===== src/spcm_pkg.sv =====
// Shared types and codes for the sample playback channel mixer.
// No dependencies.
`timescale 1ns / 1ps
package spcm_pkg;

	typedef enum logic [3:0] {
		FUNC_TICK       = 4'd0,
		FUNC_WRITE      = 4'd1,
		FUNC_SET_SOUND  = 4'd2,
		FUNC_SET_CHAN   = 4'd3,
		FUNC_PLAY       = 4'd4,
		FUNC_PAUSE      = 4'd5,
		FUNC_STOP       = 4'd6,
		FUNC_PAUSE_ALL  = 4'd7,
		FUNC_RESUME_ALL = 4'd8,
		FUNC_STOP_ALL   = 4'd9
	} func_t;

	typedef enum logic [1:0] {
		MODE_STOPPED = 2'd0,
		MODE_PLAYING = 2'd1,
		MODE_PAUSED  = 2'd2
	} mode_t;

	localparam int unsigned LOOP_W  = 13;
	localparam int unsigned FRAC_W  = 16;
	localparam int unsigned SPEED_W = 24;
	localparam int unsigned VOL_W   = 16;
	localparam int unsigned SMP_W   = 16;

endpackage


===== src/spcm_rem.sv =====
// Iterative restoring remainder unit, one dividend bit per cycle.
// Uses spcm_pkg for the loop index width.
`timescale 1ns / 1ps
module spcm_rem #(
	parameter int QW = 14
) (
	input  logic                            clk,
	input  logic                            arst_n,
	input  logic                            start,
	input  logic [QW-1:0]                   dividend,
	input  logic [spcm_pkg::LOOP_W-1:0]     divisor,
	output logic                            busy,
	output logic [spcm_pkg::LOOP_W-1:0]     remainder
);

	localparam int LW = spcm_pkg::LOOP_W;
	localparam int CNT_W = $clog2(QW + 1);

	logic [QW-1:0]    dvd_q;
	logic [LW-1:0]    dsr_q;
	logic [LW-1:0]    rem_q;
	logic [CNT_W-1:0] cnt_q;
	logic             busy_q;
	logic [LW:0]      trial;

	assign trial = {rem_q, dvd_q[QW-1]};

	always_ff @(posedge clk or negedge arst_n) begin
		if (!arst_n) begin
			busy_q <= 1'b0;
			cnt_q  <= '0;
		end else if (start) begin
			busy_q <= 1'b1;
			cnt_q  <= CNT_W'(QW);
		end else if (busy_q) begin
			cnt_q  <= cnt_q - 1'b1;
			busy_q <= (cnt_q != CNT_W'(1));
		end
	end

	always_ff @(posedge clk) begin
		if (start) begin
			dvd_q <= dividend;
			dsr_q <= divisor;
			rem_q <= '0;
		end else if (busy_q) begin
			dvd_q <= dvd_q << 1;
			if (trial >= {1'b0, dsr_q}) begin
				rem_q <= LW'(trial - {1'b0, dsr_q});
			end else begin
				rem_q <= trial[LW-1:0];
			end
		end
	end

	assign busy      = busy_q;
	assign remainder = rem_q;

endmodule

===== config.mk =====
export PLATFORM = sky130hd
export DESIGN_NAME = spcm_rem
export DESIGN_NICKNAME = d
export VERILOG_FILES = /design/src/spcm_pkg.sv /design/src/spcm_rem.sv
export SDC_FILE = /design/constraint.sdc
export NUM_CORES = 1
export LEC_CHECK = 0
export ABC_CLOCK_PERIOD_IN_PS = 2500
export BUFFER_PORTS_ARGS = -buffer_cell sky130_fd_sc_hd__buf_2
export CORE_MARGIN = 1
export CORE_UTILIZATION = 50
export CTS_CLUSTER_DIAMETER = 80
export DETAILED_ROUTE_END_ITERATION = 6
export HOLD_SLACK_MARGIN = 0.03
export PLACE_DENSITY = 0.68
export SLEW_MARGIN = 20
export SYNTH_ARGS = -nofsm -noshare
export SYNTH_HDL_FRONTEND = slang
export SYNTH_SLANG_ARGS = --single-unit

===== constraint.sdc =====
create_clock -name clk -period 2.5 [get_ports clk]
set_input_delay 0.25 -clock clk [delete_from_list [all_inputs] [get_ports clk]]
set_output_delay 0.25 -clock clk [all_outputs]
set_load 0.01 [all_outputs]

==> summary.txt <==
Synthesis
  • Cell Area, Synth: 2720 um2
  • Post-synthesis mux area share: 0.0575
  • Mean area per synthesized cell: 10.2 um2
  • Cells after Synth: 266
  • Largest family of logic cells by synthesized area: compound AO/OA/AOI/OAI gates
  • XOR/XNOR Fraction of Synth Area: 0.0290
  • Count of cell types in the netlist: 50
  • YS warnings: 0
  • FF+latch count, synth: 45
  • Area fraction in compound gates after synthesis: 0.217
  • Share of flip-flops with an asynchronous set or reset: 0.111
  • Synth Area in Simple Gates: 0.119
  • Sequential area share after synthesis: 0.440
  • Number of flops mapped to enable cells by yosys: 27
  • Net count after synthesis: 312
  • Synth Area in Adders: 0.0763
  • Top_reg_cell synth: edfxtp_1

Clock tree
  • H-tree levels: 2
  • CTS tree: done
  • Clock buffer depth: 2
  • Root buffer cell: clkbuf_8
  • Clock Latency Late Sink: 300 ps
  • CTS clock-pin slew for the worst setup and hold paths: 90 ps
  • Clk sinks: 45
  • Total CTS buffers: 5

Drt
  • Via count: 2209
  • Antenna Nets Post-Route: 0
  • # DRC: 0
  • Via/cell ratio: 5.64
  • WL final: 6.04 mm
  • Iter 0 DRT Violations: 157
  • Wire per inst: 15.4 um
  • Router iterations before antenna repair: 4

Finish
  • Final Core Density: 0.617
  • Most common cell after layout, fill and taps aside: buf_2
  • Layout cells sized above 1: 0.293
  • Register area: 1200 um2
  • Fin cells: 392
  • Layout fillers: 422
  • Footprint of the multi-input gates: 1380 um2
  • Area added between synthesis and finish: 17.2%
  • Most frequent cells in the layout: 43 x buf_2, 27 x edfxtp_1, 26 x nor2_1
  • Layout Nets: 366

Placed design
  • DP Wirelength: 4.34 mm
  • Final Wtd Congestion: 0.882
  • Pre-CTS setup slack: -26.2 ps
  • PortBufs: 43
  • Placed Cells: 376

GRT
  • Largest net degree at the start of global routing: 24
  • GR Util All Layers: 0.228
  • Global-route wire length before repair: 9.53 mm
  • Vias in the first global route: 2025
  • Global route total overflow: 0
  • M2 GR Usage: 0.373
  • M3 GR Usage: 0.0437
  • GR peak layer: met2
  • GR Util met1: 0.292
  • Initial antenna violation count: 1

STA
  • Crit share post-route: 0.943
  • Slew @ Worst Pin: 537 ps
  • RSZ-0062 raised after global routing: no
  • Final setup vio count: 0
  • Fin crit period: 2360 ps
  • Final hold vios: 0
  • Clock Skews: 16.8 ps
  • Worst relative slew slack: 0.642
  • Setup ws final: 142 ps
  • F_max: 0.424 GHz
  • Max Slew Vio Count: 0

Power
  • Sequential Power Share: 0.329
  • Int Pwr: 1.90 mW
  • Leak: 1.41 nW
  • Switching Fraction: 0.406
  • Gate power share: 0.535
  • PwrDens: 1000 nW/um2
  • Clock network power share: 0.136
  • Psw: 1.30 mW
  • Worst ir drop on vdd: 0.394 mV

Die
  • Core area: 5170 um2
  • IO Count: 44
  • Die height: 75.8 um
  • Row count: 26
  • Die X: 75.8 um
  • Die ar.: 5740 um2
  • Initial core utilization: 0.526

Min path
  • Hold WC Path Type: input pin to flop

Worst setup path
  • Critical path endpoint category: flop
  • Cell breakdown of the critical path: inv_1 > ha_1 > fa_2 > nand2b_1 > a211oi_2 > a311o_1 > a21oi_1 > a311o_1 > o211ai_1
  • Critical path data required time: 2710 ps
  • Kind of critical path: flop to flop
  • Startpoint Class: flop
  • Critical Path Fanout Max: 3
  • Worst path top cell family by delay: compound AO/OA/AOI/OAI gates
  • CP arrival: 2570 ps
  • Critical Path Max Stage Delay: 380 ps
  • Slowest cell on the critical path: fa_2
  • CP bufs+invs: 1
  • Most frequent CP cell: a311o_1

Job
  • Max-Cap Viols: 0

Run status
  • Status: finished, final reports clean
cells in the mapped netlist (8+ instances only):
cell type	count	share of area
mux2_2	13	0.054
inv_1	22	0.030
a211oi_1	8	0.022
o21bai_1	8	0.022
ha_1	15	0.069
nor2_1	26	0.036
nand2_1	11	0.015
dfxtp_1	13	0.096
a211oi_2	8	0.037
a21oi_1	12	0.022
edfxtp_1	27	0.30
worst register-to-register path, cell delays in order (launching register included):
cell	delay (ps)
edfxtp_1	350
inv_1	50
ha_1	220
fa_2	380
nand2b_1	200
a211oi_2	340
a311o_1	220
a21oi_1	40
a311o_1	330
o211ai_1	160
timing repair:
action | in CTS | in global routing
hold endpoints to repair | 5 | 0
hold buffers | 1 | 0
buffers inserted | 0 | 6
pin swaps | 0 | 2
resized for setup | 3 | 3
setup endpoints to repair | 3 | 13
metrics by stage:
step | total power, mW | cell area, um2 | hold WS (ps) | TNS [ps]
finish | 3.20 | 3190 | 114 | 0
floorplan | 2.28 | 2720 | -45.6 | 0
global route | 3.42 | 3190 | 105 | 0
CTS | 3.17 | 3130 | 108 | 0
global placement | 2.69 | 3030 | 70.8 | 0
detailed placement | 2.71 | 3030 | 72.0 | -26.2
cells by family after synthesis:
| family | count (synthesis) |
|---|---|
| AND/OR/NAND/NOR | 67 |
| multiplexers | 14 |
| adder cells (fa/ha/maj) | 16 |
| buffers and inverters | 37 |
| flip-flops | 45 |
| XOR/XNOR | 9 |
| AO/OA/AOI/OAI | 78 |
final cells by class:
| cell class | instances | area share |
|---|---|---|
| well taps | 70 | 0.0275 |
| flip-flops and latches | 45 | 0.375 |
| diodes | 1 | 0.000785 |
| inverters | 22 | 0.0259 |
| repair buffers | 62 | 0.113 |
| multi-input cells | 184 | 0.433 |
| clock buffers | 8 | 0.0251 |
layer usage:
layer | part of all wire | up-vias
li1 | - | 1089
met1 | 0.43 | 1038
met2 | 0.49 | 74
met3 | 0.063 | 8
met4 | 0.014 | 0
met5 | 0 | -
flip-flops by register name (all words and copies together), names as in the netlist:
| register | cells |
|---|---|
| dvd_q | 14 |
| dsr_q | 13 |
| remainder | 13 |
| cnt_q | 4 |
| busy | 1 |
worst paths after layout:
kind | from | to | slack [ps] | cells after the start
worst max-delay path | dvd_q[13]$_DFFE_PP_ | remainder[12]$_SDFFE_PP0P_ | 140 | 9
worst max register to register | dvd_q[13]$_DFFE_PP_ | remainder[12]$_SDFFE_PP0P_ | 140 | 9
max in group asynchronous | arst_n | busy$_DFF_PN0_ | 2060 | 2
min in group asynchronous | arst_n | cnt_q[2]$_DFFE_PN0P_ | 290 | 2
worst min register to register | cnt_q[3]$_DFFE_PN0P_ | cnt_q[3]$_DFFE_PN0P_ | 540 | 2
worst min-delay path | divisor[3] | dsr_q[3]$_DFFE_PP_ | 110 | 1
power groups by stage:
stage / Clock, mW / Sequential (mW) / Combinational, mW
global placement: 0 / 1.07 / 1.62
CTS: 0.449 / 1.05 / 1.67
finish: 0.436 / 1.05 / 1.71
detailed placement: 0 / 1.07 / 1.64
floorplan: 0 / 1.09 / 1.19
global route: 0.469 / 1.07 / 1.88
No activity file was read; power rests on OpenSTA's default activity.
